File: src/rtl/itoa_pkg.sv
package itoa_pkg;

  // Width of the integer being converted.
  localparam int VALUE_BITS = 32;
  // Radix field width and ASCII character width.
  localparam int RADIX_W = 6;
  localparam int CHAR_W = 7;
  // Digit buffer addressing: one entry per possible digit.
  localparam int IDX_W = $clog2(VALUE_BITS);
  localparam int CNT_W = $clog2(VALUE_BITS + 1);
  // Divide step counter.
  localparam int STEP_W = $clog2(VALUE_BITS);

  localparam logic [RADIX_W-1:0] RADIX_MIN     = RADIX_W'(2);
  localparam logic [RADIX_W-1:0] RADIX_MAX     = RADIX_W'(36);
  localparam logic [RADIX_W-1:0] DEC_RADIX     = RADIX_W'(10);
  localparam logic [RADIX_W-1:0] MAX_DEC_DIGIT = RADIX_W'(9);

  localparam logic [CHAR_W-1:0] CH_ZERO  = CHAR_W'(8'h30);
  localparam logic [CHAR_W-1:0] CH_A     = CHAR_W'(8'h61);
  localparam logic [CHAR_W-1:0] CH_MINUS = CHAR_W'(8'h2D);

  typedef struct packed {
    logic signed [VALUE_BITS-1:0] value;
    logic [RADIX_W-1:0]           radix;
  } in_t;

  typedef struct packed {
    logic [CHAR_W-1:0] character;
    logic              last_char;
  } out_t;

  // Commands from the controller to the datapath.
  typedef struct packed {
    logic load;
    logic div_step;
    logic store;
    logic emit_sign;
    logic emit_digit;
  } cmd_t;

  // Status from the datapath to the controller.
  typedef struct packed {
    logic quo_zero;
    logic minus;
    logic out_free;
    logic last_digit;
  } stat_t;

  typedef enum logic [4:0] {
    S_IDLE  = 5'b00001,
    S_DIV   = 5'b00010,
    S_STORE = 5'b00100,
    S_SIGN  = 5'b01000,
    S_EMIT  = 5'b10000
  } state_t;

  // Maps a digit value 0 to 35 onto '0'-'9' and 'a'-'z'.
  function automatic logic [CHAR_W-1:0] digit_char(input logic [RADIX_W-1:0] d);
    logic [RADIX_W-1:0] above;
    above = d - DEC_RADIX;
    if (d > MAX_DEC_DIGIT) begin
      return CHAR_W'(above) + CH_A;
    end
    return CHAR_W'(d) + CH_ZERO;
  endfunction

endpackage

File: src/rtl/itoa_ctrl.sv
module itoa_ctrl (
  input  logic              clk,
  input  logic              rst_n,
  input  logic              in_valid,
  output logic              in_stall,
  input  itoa_pkg::stat_t   stat,
  output itoa_pkg::cmd_t    cmd
);
  import itoa_pkg::*;

  state_t              state_r, state_nxt;
  logic [STEP_W-1:0]   step_r, step_nxt;

  always_comb begin
    state_nxt = state_r;
    step_nxt  = step_r;
    cmd       = '0;
    in_stall  = 1'b1;
    case (state_r)
      S_IDLE: begin
        in_stall = 1'b0;
        if (in_valid) begin
          cmd.load  = 1'b1;
          step_nxt  = '0;
          state_nxt = S_DIV;
        end
      end
      S_DIV: begin
        cmd.div_step = 1'b1;
        step_nxt     = step_r + 1'b1;
        if (step_r == STEP_W'(VALUE_BITS - 1)) begin
          state_nxt = S_STORE;
        end
      end
      S_STORE: begin
        cmd.store = 1'b1;
        step_nxt  = '0;
        if (stat.quo_zero) begin
          state_nxt = stat.minus ? S_SIGN : S_EMIT;
        end else begin
          state_nxt = S_DIV;
        end
      end
      S_SIGN: begin
        if (stat.out_free) begin
          cmd.emit_sign = 1'b1;
          state_nxt     = S_EMIT;
        end
      end
      S_EMIT: begin
        if (stat.out_free) begin
          cmd.emit_digit = 1'b1;
          if (stat.last_digit) begin
            state_nxt = S_IDLE;
          end
        end
      end
      default: begin
        state_nxt = S_IDLE;
      end
    endcase
  end

  always_ff @(posedge clk) begin
    if (!rst_n) begin
      state_r <= S_IDLE;
      step_r  <= '0;
    end else begin
      state_r <= state_nxt;
      step_r  <= step_nxt;
    end
  end

endmodule

File: src/rtl/itoa_dp.sv
module itoa_dp (
  input  logic             clk,
  input  logic             rst_n,
  input  itoa_pkg::in_t    in_data,
  input  itoa_pkg::cmd_t   cmd,
  output itoa_pkg::stat_t  stat,
  output logic             out_valid,
  input  logic             out_stall,
  output itoa_pkg::out_t   out_data
);
  import itoa_pkg::*;

  logic [VALUE_BITS-1:0] quo_r, quo_nxt;
  logic [RADIX_W-1:0]    rem_r, rem_nxt;
  logic [RADIX_W-1:0]    radix_r;
  logic                  minus_r;
  logic [CNT_W-1:0]      cnt_r, cnt_nxt;
  logic                  out_valid_r, out_valid_nxt;
  out_t                  out_r;
  logic [CHAR_W-1:0]     dig_mem [VALUE_BITS];

  logic [RADIX_W-1:0]    radix_cl;
  logic [VALUE_BITS-1:0] in_bits;
  logic                  neg_dec;
  logic [VALUE_BITS-1:0] mag;
  logic [RADIX_W:0]      rem_sh;
  logic [RADIX_W:0]      rem_diff;
  logic                  rem_ge;
  logic [CNT_W-1:0]      cnt_m1;
  logic [IDX_W-1:0]      rd_idx;
  logic [IDX_W-1:0]      wr_idx;

  // Radix outside 2 to 36 is clamped to the nearest end.
  always_comb begin
    radix_cl = in_data.radix;
    if (in_data.radix < RADIX_MIN) begin
      radix_cl = RADIX_MIN;
    end else if (in_data.radix > RADIX_MAX) begin
      radix_cl = RADIX_MAX;
    end
  end

  assign in_bits = in_data.value;
  assign neg_dec = in_bits[VALUE_BITS-1] && (radix_cl == DEC_RADIX);
  assign mag     = neg_dec ? (~in_bits + 1'b1) : in_bits;

  // One restoring division step: shift the next dividend bit into the remainder.
  assign rem_sh   = {rem_r, quo_r[VALUE_BITS-1]};
  assign rem_ge   = rem_sh >= {1'b0, radix_r};
  assign rem_diff = rem_sh - {1'b0, radix_r};

  assign cnt_m1 = cnt_r - 1'b1;
  assign rd_idx = cnt_m1[IDX_W-1:0];
  assign wr_idx = cnt_r[IDX_W-1:0];

  always_comb begin
    quo_nxt       = quo_r;
    rem_nxt       = rem_r;
    cnt_nxt       = cnt_r;
    out_valid_nxt = out_valid_r && out_stall;
    if (cmd.load) begin
      quo_nxt = mag;
      rem_nxt = '0;
      cnt_nxt = '0;
    end
    if (cmd.div_step) begin
      quo_nxt = {quo_r[VALUE_BITS-2:0], rem_ge};
      rem_nxt = rem_ge ? rem_diff[RADIX_W-1:0] : rem_sh[RADIX_W-1:0];
    end
    if (cmd.store) begin
      rem_nxt = '0;
      cnt_nxt = cnt_r + 1'b1;
    end
    if (cmd.emit_digit) begin
      cnt_nxt = cnt_m1;
    end
    if (cmd.emit_sign || cmd.emit_digit) begin
      out_valid_nxt = 1'b1;
    end
  end

  always_ff @(posedge clk) begin
    if (!rst_n) begin
      cnt_r       <= '0;
      out_valid_r <= 1'b0;
    end else begin
      cnt_r       <= cnt_nxt;
      out_valid_r <= out_valid_nxt;
    end
  end

  always_ff @(posedge clk) begin
    quo_r <= quo_nxt;
    rem_r <= rem_nxt;
    if (cmd.load) begin
      radix_r <= radix_cl;
      minus_r <= neg_dec;
    end
  end

  // Digits land least significant first and are read back in reverse.
  always_ff @(posedge clk) begin
    if (cmd.store) begin
      dig_mem[wr_idx] <= digit_char(rem_r);
    end
  end

  always_ff @(posedge clk) begin
    if (cmd.emit_sign) begin
      out_r.character <= CH_MINUS;
      out_r.last_char <= 1'b0;
    end else if (cmd.emit_digit) begin
      out_r.character <= dig_mem[rd_idx];
      out_r.last_char <= (cnt_r == CNT_W'(1));
    end
  end

  assign stat.quo_zero   = (quo_r == '0);
  assign stat.minus      = minus_r;
  assign stat.out_free   = !out_valid_r || !out_stall;
  assign stat.last_digit = (cnt_r == CNT_W'(1));

  assign out_valid = out_valid_r;
  assign out_data  = out_r;

endmodule

File: src/rtl/integer_to_ascii_radix_core.sv
// Converts a signed 32-bit integer into its ASCII digit string in a radix from
// 2 to 36, most significant digit first, using '0'-'9' and then 'a'-'z'. Each
// character leaves as one transfer on the out_ channel, and the final
// character of a number carries last_char. In radix 10 a negative value is
// preceded by '-' and converted through its magnitude, so the most negative
// value converts exactly; in every other radix the value's bits are read as
// an unsigned number. Radix 0 and 1 act as 2, and 37 to 63 act as 36. Zero
// gives the single character '0', and no terminator is sent. One number is
// worked on at a time: in_stall is low only while the block is idle. Each
// digit is found by the shared one-bit-per-cycle restoring divider (32
// divide steps and then one store), and each character then leaves through
// the output register once that register is free. The output register lets
// the next number be accepted while the last character is still waiting to
// be taken.
module integer_to_ascii_radix_core (
  input  logic            clk,
  input  logic            rst_n,
  input  logic            in_valid,
  output logic            in_stall,
  input  itoa_pkg::in_t   in_data,
  output logic            out_valid,
  input  logic            out_stall,
  output itoa_pkg::out_t  out_data
);
  import itoa_pkg::*;

  cmd_t  cmd;
  stat_t stat;

  // The controller sequences the divide, store and emit phases.
  itoa_ctrl u_ctrl (
    .clk      (clk),
    .rst_n    (rst_n),
    .in_valid (in_valid),
    .in_stall (in_stall),
    .stat     (stat),
    .cmd      (cmd)
  );

  // The datapath holds the divider, the digit buffer and the output register.
  itoa_dp u_dp (
    .clk       (clk),
    .rst_n     (rst_n),
    .in_data   (in_data),
    .cmd       (cmd),
    .stat      (stat),
    .out_valid (out_valid),
    .out_stall (out_stall),
    .out_data  (out_data)
  );

  // Once a number is taken, the block stays busy while it is converted.
  a_busy_after_accept: assert property (@(posedge clk) disable iff (!rst_n)
    (in_valid && !in_stall) |=> in_stall)
    else $error("input accepted while a conversion was starting");

  // The controller never issues two datapath commands in one cycle.
  a_one_cmd: assert property (@(posedge clk) disable iff (!rst_n)
    $onehot0({cmd.load, cmd.div_step, cmd.store, cmd.emit_sign, cmd.emit_digit}))
    else $error("conflicting datapath commands");

  // A character is only written into the output register when it is free.
  a_emit_free: assert property (@(posedge clk) disable iff (!rst_n)
    (cmd.emit_sign || cmd.emit_digit) |-> stat.out_free)
    else $error("output register overwritten while stalled");

  // A minus sign is never the final character of a number.
  a_sign_not_last: assert property (@(posedge clk) disable iff (!rst_n)
    cmd.emit_sign |=> (out_valid && !out_data.last_char && out_data.character == CH_MINUS))
    else $error("minus sign flagged as last character");

endmodule

File: config.mk
export PLATFORM = sky130hd
export DESIGN_NAME = integer_to_ascii_radix_core
export DESIGN_NICKNAME = d
export VERILOG_FILES = /design/src/rtl/itoa_pkg.sv /design/src/rtl/itoa_ctrl.sv /design/src/rtl/itoa_dp.sv /design/src/rtl/integer_to_ascii_radix_core.sv
export SDC_FILE = /design/constraint.sdc
export NUM_CORES = 1
export LEC_CHECK = 0
export BUFFER_PORTS_ARGS = -buffer_cell sky130_fd_sc_hd__clkbuf_2
export CAP_MARGIN = 15
export CORE_MARGIN = 3
export CORE_UTILIZATION = 50
export DETAILED_ROUTE_END_ITERATION = 8
export GPL_ROUTABILITY_DRIVEN = 0
export HOLD_SLACK_MARGIN = 0.03
export PLACE_DENSITY_LB_ADDON = 0.25
export SLEW_MARGIN = 5
export SYNTH_ARGS = -nofsm -noshare
export SYNTH_HDL_FRONTEND = slang
export SYNTH_SLANG_ARGS = --single-unit
File: constraint.sdc
create_clock -name clk -period 3.4 [get_ports clk]
set_clock_uncertainty 0.05 [all_clocks]
set_input_delay 0.51 -clock clk [delete_from_list [all_inputs] [get_ports clk]]
set_output_delay 0.51 -clock clk [all_outputs]
set_load 0.005 [all_outputs]
==> results.yml, run 1 <==
outcome:
  status: "finished, final reports clean"
worst_setup_path:
  critPathSlowestCell: "xnor2_2"
  endpoint: "u_dp.dig_mem[5][0]"
  crit_chain: "inv_1 > ha_1 > nand3_1 > a21boi_0 > o21ai_1 > buf_4 > xnor2_2 > buf_4"
  r2r_start: "u_dp.rem_r[4]"
  regToRegSetupSlack_ns: 0.64
  setup.worst_path.class: "flip-flop to flip-flop"
  path_buf_inv: 3
  critPathTopFamily: "XOR/XNOR gates"
  cp_common_cell: "buf_4"
  cp.depth: 8
  required_ns: 3.73
  critPathLaunchType: "flip-flop"
  end_kind: "flip-flop"
  crit_start: "u_dp.rem_r[4]"
  arrival_ns: 3.08
  max_stage_delay_ns: 0.69
  r2r-end: "u_dp.dig_mem[5][0]"
  reg2reg_depth: 8
  cp_max_fo: 17
die:
  fp.dieW_um: 168.6
  die_h_um: 168.6
  core_mm2: 0.02554
  die-area_mm2: 0.02841
  io_pins: 52
  start_util: 0.5172
  rows: 58
logic_synthesis:
  ys_types: 67
  synth_adder_area_share: 0.02046
  synth_edf_count: 263
  ys_seq_area_frac: 0.6448
  yosysWarnings: 0
  synthArstFlopShare: 0
  ys.flop_type: "edfxtp_1"
  synth-compound-area-share: 0.07368
  synthSimpleGateAreaFrac: 0.08988
  synth.area.mux_share: 0.1174
  synthesis.area_mm2: 0.01321
  synthCells: 912
  synth_xor_area_frac: 0.03239
  synth.avg_cell_area_um2: 14.49
  ys_seq_elements: 294
  syn_nets: 975
  synth_top_family_by_area: "multiplexers"
clock_network:
  cts_setup_buffers: 0
  clockBufferDepth: 3
  cts_resized: 0
  path_clk_slew_ns: 0.06
  clock_latency_ns: 0.57
  clock_sinks: 294
  hold_buffers: 0
  tritoncts: "done"
  cts_made_buffers: 30
  htreeDepth: 1
  cts_root_buf: "clkbuf_16"
layout:
  final_area_mm2: 0.01518
  final_core_util: 0.5941
  area_growth_pct: 14.88
  final_cells: 1359
  antennaDiodeCount: 0
  layout-drive-gt1-share: 0.2264
  fin_nets: 1068
placed_design:
  place_area_mm2: 0.01420
  place_hpwl_um: 18630
  portBuffers: 51
  place_inst: 1299
  place_ws_ns: 0.5257
sta:
  period_share: 0.8106
  holdWs_ns: 0.1823
  tightest_slew_ns: 0.8901
  setup_ws_ns: 0.6440
  rsz0062_at_grt: "false"
  min_period_ns: 2.756
  drv_slew: 0
  hold_viol: 0
  max_freq_mhz: 362.8
  setup_viol: 0
  setup-tns-final_ns: 0
  max_slew_margin: 0.4037
routing:
  ant_nets: 0
  vias: 7866
  drc_errors: 0
  viasPerCell: 5.788
  dr.pass1.iters: 6
  drt_iter0_markers: 860
  wl_per_cell_um: 20.58
  drt-total-wl_um: 27960
global_routing:
  grt_pass1_vias: 7646
  grt_usage: 0.1963
  grt_first_pass_wirelength_um: 43380
  grt_overflow: 0
  grt_max_degree: 62
  antenna_found_initial: 0
power_and_ir_drop:
  p_per_area_mw_per_mm2: 526.7
  p_total_mw: 7.994
  leakage_nw: 5.221
  peakVddDrop_mv: 0.3093
run:
  cap_violations: 0
hold_path:
  hold_class: "input port to flip-flop"
==> how the worst min path moves through the flow <==
stage | to | depth (start not counted) | start | slack, ns
floorplan | u_dp.out_data[1] | 2 | u_dp.out_data[1] | 0.44
global placement | u_dp.out_data[3] | 2 | u_dp.out_data[3] | 0.44
detailed placement | u_dp.out_data[3] | 2 | u_dp.out_data[3] | 0.45
CTS | u_dp.radix_r[5] | 1 | in_data[5] | 0.16
global route | u_dp.radix_r[5] | 1 | in_data[5] | 0.18
finish | u_dp.radix_r[5] | 1 | in_data[5] | 0.18
==> flip-flops by register name, indices dropped and copies added (netlist names) <==
register and cells:
u_dp.dig_mem 224, u_dp.quo_r 32, u_dp.out_data 8, u_dp.cnt_r 6, u_dp.radix_r 6, u_dp.rem_r 6
u_ctrl.state_r 5, u_ctrl.step_r 5, u_dp.minus_r 1, u_dp.out_valid 1
==> kinds of logic (layout without fill, tap and decap cells) <==
group / count (synthesis) / after routing
buffers and inverters: 72 / 189
multiplexers: 85 / 85
flip-flops: 294 / 294
AND/OR/NAND/NOR: 241 / 241
AO/OA/AOI/OAI: 151 / 151
adder cells (fa/ha/maj): 21 / 21
XOR/XNOR: 48 / 48
==> cells in the mapped netlist, types with 18 or more instances <==
library cell / instances / area share
nor2_1: 74 / 0.021
mux4_2: 56 / 0.095
inv_1: 23 / 0.0065
o21ai_0: 53 / 0.020
a21oi_1: 18 / 0.0068
nand2_1: 70 / 0.020
clkbuf_1: 36 / 0.010
mux2i_1: 29 / 0.022
ha_1: 20 / 0.019
xnor2_1: 31 / 0.021
dfxtp_1: 31 / 0.047
edfxtp_1: 263 / 0.60
==> power by group <==
| group | switching, mW | total (mW) | internal (mW) |
|---|---|---|---|
| combinational | 0.470 | 0.720 | 0.251 |
| clock | 1.34 | 2.99 | 1.65 |
| sequential | 0.112 | 4.28 | 4.17 |
| total | 1.93 | 7.99 | 6.07 |
==> layout by cell type (no fill, tap or decap), types with 29 or more instances in the layout <==
master	n
clkbuf_2	51
xnor2_1	29
dfxtp_1	30
edfxtp_1	263
mux4_2	56
nor2_1	74
nand2_1	70
o21ai_0	51
clkbuf_16	30
mux2i_1	29
buf_4	51
==> metal layers <==
metal	share of wire	wire length [um]	vias up	global-route usage
met4	0.022	626	0	0.04554
li1	-	-	3719	-
met2	0.49	13710	229	0.3273
met3	0.059	1655	51	0.03129
met5	0	0	-	0
met1	0.43	11970	3867	0.2758
==> area by class of cell <==
class	count	area, um2
Multi-Input combinational cell	546	4478
Clock buffer	35	779.5
Clock inverter	21	140.1
Sequential cell	294	8522
Fill cell	1984	10370
Timing Repair Buffer	109	754.5
Inverter	24	90.09
Tap cell	330	412.9
Power figures use the tool's default switching activity.
==> run 2: changes to the inputs <==
==> constraint.sdc (replaced) <==
create_clock -name clk -period 2.3 [get_ports clk]
set_clock_uncertainty 0.05 [all_clocks]
set_input_delay 0.345 -clock clk [delete_from_list [all_inputs] [get_ports clk]]
set_output_delay 0.345 -clock clk [all_outputs]
set_load 0.005 [all_outputs]
==> run 2 against run 1 <==
The run now ends with setup timing left. Total power grew 56%. Non-clock buffer count grew 70. Die area is the same. Worst hold slack lost 0.13 ns. Cell count grew 4.9%. Critical path depth grew 2. Sequential power grew 48%. Combinational power grew 75%. Clock power grew 63%. Core utilization grew 5.6 points. Sequential share of layout area shrank 4.8 points. Critical path type unchanged. Largest cell class unchanged.
==> results.yml, run 2 (synthesis results as in run 1) <==
die:
  core_mm2: 0.02554
  io_pins: 52
  start_util: 0.5172
  rows: 58
  die_h_um: 168.6
  die-area_mm2: 0.02841
  fp.dieW_um: 168.6
sta:
  max_slew_margin: 0.4466
  setup-tns-final_ns: -0.04066
  hold_viol: 0
  tightest_slew_ns: 0.8301
  min_period_ns: 2.323
  holdWs_ns: 0.05331
  rsz0062_at_grt: "true"
  max_freq_mhz: 430.5
  drv_slew: 0
  setup_ws_ns: -0.02305
  period_share: 1.010
  setup_viol: 3
outcome:
  status: "complete, but fails checks"
  violations: "setup timing"
worst_setup_path:
  cp_common_cell: "buf_12"
  setup.worst_path.class: "flip-flop to flip-flop"
  critPathLaunchType: "flip-flop"
  max_stage_delay_ns: 0.36
  end_kind: "flip-flop"
  critPathSlowestCell: "dfxtp_4"
  arrival_ns: 2.67
  cp_max_fo: 6
  crit_chain: "clkinvlp_4 > ha_4 > buf_12 > buf_12 > buf_8 > mux4_2 > mux2i_4 > o22ai_2 > a211oi_2 > nor3_2"
  required_ns: 2.65
layout:
  layout-drive-gt1-share: 0.3324
  largest_register_ffs: 224
  final_common_cell: "edfxtp_1"
  antennaDiodeCount: 0
  area_growth_pct: 25.80
  layout_common_cells: "edfxtp_1, buf_4, nor2_1"
  regMostFlops: "u_dp.dig_mem"
  final_core_util: 0.6506
  final_cells: 1425
  fin_nets: 1139
routing:
  drt-total-wl_um: 29340
  drt_iter0_markers: 808
  viasPerCell: 5.749
  ant_nets: 0
  vias: 8193
  wl_per_cell_um: 20.59
  drc_errors: 0
  dr.pass1.iters: 5
clock_network:
  cts_made_buffers: 28
  tritoncts: "done"
  clock_sinks: 294
  clock_latency_ns: 0.54
  htreeDepth: 1
  clockBufferDepth: 3
  cts_root_buf: "clkbuf_16"
  path_clk_slew_ns: 0.06
power_and_ir_drop:
  power.internal_mw: 9.622
  power_frac_seq: 0.509
  power_frac_comb: 0.101
  switchingPower_mw: 2.830
  p_per_area_mw_per_mm2: 749.2
  peakVddDrop_mv: 0.7148
  p_clk_frac: 0.390
  p_sw_frac: 0.2273
  leakage_nw: 5.666
placed_design:
  portBuffers: 51
  place_ws_ns: -0.2289
  place_hpwl_um: 18580
  place_inst: 1351
global_routing:
  grt_usage: 0.2058
  grt_pass1_vias: 8393
  antenna_found_initial: 0
  grt_max_degree: 65
  grt_first_pass_wirelength_um: 46010
  grt_overflow: 0
hold_path:
  hold_class: "input port to flip-flop"
run:
  cap_violations: 0
run 2: per-layer routing:
metal | global-route usage | vias up | wire length, um
met5 | 0 | - | 0
li1 | - | 3874 | -
met1 | 0.2755 | 4032 | 12380
met4 | 0.06617 | 0 | 833
met2 | 0.3559 | 231 | 14730
met3 | 0.02335 | 56 | 1391
run 2: through the flow:
| stage | cell area, um2 | power, mW |
|---|---|---|
| after floorplan | 13420 | 7.142 |
| after global placement | 14790 | 7.580 |
| after detailed placement | 14790 | 7.617 |
| after CTS | 16140 | 12.43 |
| after global routing | 16620 | 12.93 |
| final | 16620 | 12.45 |
run 2: cell type report:
cell class / count / area [um2]
clock buffers: 33 / 740.7
inverters: 24 / 93.84
fillers: 1829 / 8925
clock inverters: 16 / 227.7
multi-input cells: 549 / 5035
well taps: 330 / 412.9
flip-flops and latches: 294 / 8528
repair buffers: 179 / 1582
run 2: repair_timing:
| action | in CTS | in global routing |
|---|---|---|
| setup buffers | 8 | 8 |
| gates resized for setup | 33 | 74 |
| hold endpoints to repair | 1 | 0 |
| pin swaps | 8 | 17 |
| setup endpoints to repair | 199 | 205 |
| cloned | 7 | 1 |
| hold buffers | 1 | 0 |
run 2: critical path, delay by kind of cell (launching register included):
| kind | cells | cell delay (ns) |
|---|---|---|
| AND/OR/NAND/NOR | 1 | 0.06 |
| buffers and inverters | 4 | 0.46 |
| adder cells (fa/ha/maj) | 1 | 0.33 |
| flip-flops | 1 | 0.36 |
| multiplexers | 2 | 0.52 |
| AO/OA/AOI/OAI | 2 | 0.39 |
run 2: worst paths after layout:
path / from / end / slack [ns] / cells after the start
max: u_dp.cnt_r[0] / u_dp.out_data[5] / -0.02 / 10
min: in_data[0] / u_dp.radix_r[0] / 0.05 / 2
max reg2reg: u_dp.cnt_r[0] / u_dp.out_data[5] / -0.02 / 10
min reg2reg: u_dp.out_data[1] / u_dp.out_data[1] / 0.47 / 2
run 2: power groups by stage:
stage / Sequential [mW] / Clock [mW] / Combinational (mW)
finish: 6.33 / 4.86 / 1.26
global route: 6.36 / 5.15 / 1.42
CTS: 6.32 / 4.90 / 1.21
detailed placement: 6.44 / 0 / 1.18
global placement: 6.43 / 0 / 1.15
floorplan: 6.39 / 0 / 0.754
==> run 3: changes to the inputs <==
--- a/config.mk
+++ b/config.mk
@@ -11,7 +11,7 @@
 export CORE_UTILIZATION = 50
 export DETAILED_ROUTE_END_ITERATION = 8
 export GPL_ROUTABILITY_DRIVEN = 0
-export HOLD_SLACK_MARGIN = 0.03
+export HOLD_SLACK_MARGIN = 0.08
 export PLACE_DENSITY_LB_ADDON = 0.25
 export SLEW_MARGIN = 5
 export SYNTH_ARGS = -nofsm -noshare
==> run 3 against run 2 <==
The flow still finishes with violations (setup timing). Combinational power hardly changed. Design area is 0.22% higher. Sequential share of layout area decreased by 0.11 points. Worst hold slack better by 0.064 ns. Global-route usage about the same. Clock-buffer cell count unchanged. Fmax down 0.61%. Clock power barely moved. Register-to-register slack barely moved. Total power is essentially flat. Routed wire length rose by 0.30%. Non-clock buffer count up 3. Largest power group unchanged.
==> results.yml, run 3 (synthesis results as in run 1) <==
outcome:
  status: "complete, but fails checks"
  violations: "setup timing"
routing:
  ant_nets: 0
  viasPerCell: 5.770
  drt-total-wl_um: 29430
  drt_iter0_markers: 792
  vias: 8240
  dr.pass1.iters: 5
  wl_per_cell_um: 20.61
  drc_errors: 0
layout:
  final_cells: 1428
  regMostFlops: "u_dp.dig_mem"
  final_common_cell: "edfxtp_1"
  num-fill-cells: 1829
  area_growth_pct: 26.07
  layout-drive-gt1-share: 0.3324
  layout_common_cells: "edfxtp_1, buf_4, nor2_1"
  largest_register_ffs: 224
  antennaDiodeCount: 0
  fin_nets: 1142
  final_core_util: 0.6520
placed_design:
  place_inst: 1351
  place_hpwl_um: 18580
  portBuffers: 51
  place_ws_ns: -0.2289
sta:
  setup_ws_ns: -0.03741
  hold_viol: 0
  min_period_ns: 2.337
  max_slew_margin: 0.4326
  tightest_slew_ns: 0.8446
  drv_slew: 0
  rsz0062_at_grt: "true"
  max_freq_mhz: 427.8
  holdWs_ns: 0.1176
  period_share: 1.016
  setup_viol: 2
clock_network:
  cts_root_buf: "clkbuf_16"
  tritoncts: "done"
  htreeDepth: 1
  clock_latency_ns: 0.54
  clockBufferDepth: 3
  cts_made_buffers: 28
  path_clk_slew_ns: 0.06
  clock_sinks: 294
die:
  start_util: 0.5172
  fp.dieW_um: 168.6
  die-area_mm2: 0.02841
  core_mm2: 0.02554
  rows: 58
  die_h_um: 168.6
  io_pins: 52
worst_setup_path:
  cp_max_fo: 6
  regToRegSetupSlack_ns: -0.04
  crit_chain: "clkinvlp_4 > ha_4 > buf_12 > buf_12 > buf_8 > mux4_2 > mux2i_4 > o22ai_2 > a211oi_2 > nor3_2"
  cp_common_cell: "buf_12"
  required_ns: 2.64
  r2r_start: "u_dp.cnt_r[0]"
  end_kind: "flip-flop"
  critPathLaunchType: "flip-flop"
  critPathTopFamily: "multiplexers"
  arrival_ns: 2.68
  path_buf_inv: 4
  endpoint: "u_dp.out_data[5]"
  crit_start: "u_dp.cnt_r[0]"
  critPathSlowestCell: "dfxtp_4"
  cp.depth: 10
  max_stage_delay_ns: 0.36
  reg2reg_depth: 10
  setup.worst_path.class: "flip-flop to flip-flop"
  r2r-end: "u_dp.out_data[5]"
global_routing:
  grt_max_degree: 65
  antenna_found_initial: 0
  grt_first_pass_wirelength_um: 46100
  grt_overflow: 0
  grt_pass1_vias: 8407
  grt_usage: 0.2062
power_and_ir_drop:
  p_per_area_mw_per_mm2: 748.0
  leakage_nw: 5.680
  peakVddDrop_mv: 0.7077
run:
  cap_violations: 0
hold_path:
  hold_class: "input port to flip-flop"
  hp-start: "rst_n"
## run 3: cell count changes in the layout (fill, tap and decap cells not counted)
cell,delta
dlygate4sd3_1,+3
nor4b_1,-1
nor4b_2,+1
## run 3: layer usage
| layer | vias up | track usage | part of all wire |
|---|---|---|---|
| met4 | 0 | 0.06617 | 0.031 |
| li1 | 3878 | - | - |
| met2 | 218 | 0.3575 | 0.50 |
| met1 | 4077 | 0.2755 | 0.42 |
| met3 | 67 | 0.02335 | 0.043 |
| met5 | - | 0 | 0 |
## run 3: area by class of cell
class                      instances  area, um2  area share
clock buffer                      33      740.7     0.04447
clock inverter                    16      227.7     0.01367
inverter                          24      93.84    0.005634
multi-input combinational        549       5041      0.3027
sequential                       294       8528      0.5120
tap                              330      412.9     0.02479
timing repair buffer             182       1612     0.09675
## run 3: timing repair
action,CTS,global route
hold buffers,4,0
pin swaps,8,18
resized for setup,33,75
setup endpoints to repair,199,206
cloned,7,1
setup buffers,8,8
endpoints found under the hold margin,4,0
## run 3: worst reg2reg max path, stage by stage, from the launching register on
cell        delay [ns]
dfxtp_4           0.36
clkinvlp_4        0.12
ha_4              0.33
buf_12            0.13
buf_12            0.12
buf_8             0.11
mux4_2            0.34
mux2i_4           0.18
o22ai_2           0.12
a211oi_2          0.28
nor3_2            0.06
## run 3: metrics by stage
step	area, um2	setup TNS [ns]	power [mW]
2_1_floorplan	13420	-2.197	7.142
3_3_place_gp	14790	-4.764	7.580
3_5_place_dp	14790	-24.50	7.617
4_1_cts	16170	-0.005280	12.44
5_1_grt	16660	-2.432	12.94
6_report	16660	-0.04307	12.46
## run 3: worst min path at each step
stage,cells after the start,slack (ns),endpoint
CTS,3,0.09,u_dp.radix_r[2]
detailed placement,2,0.45,u_dp.out_data[4]
floorplan,1,0.42,u_ctrl.step_r[0]
global placement,2,0.44,u_dp.out_data[3]
global route,2,0.15,u_ctrl.state_r[0]
finish,2,0.12,u_ctrl.state_r[0]
## run 3: power by group
part | total (mW) | internal [mW] | switching [mW]
Sequential | 6.34 | 6.16 | 0.172
Clock | 4.85 | 2.95 | 1.90
Combinational | 1.27 | 0.510 | 0.759
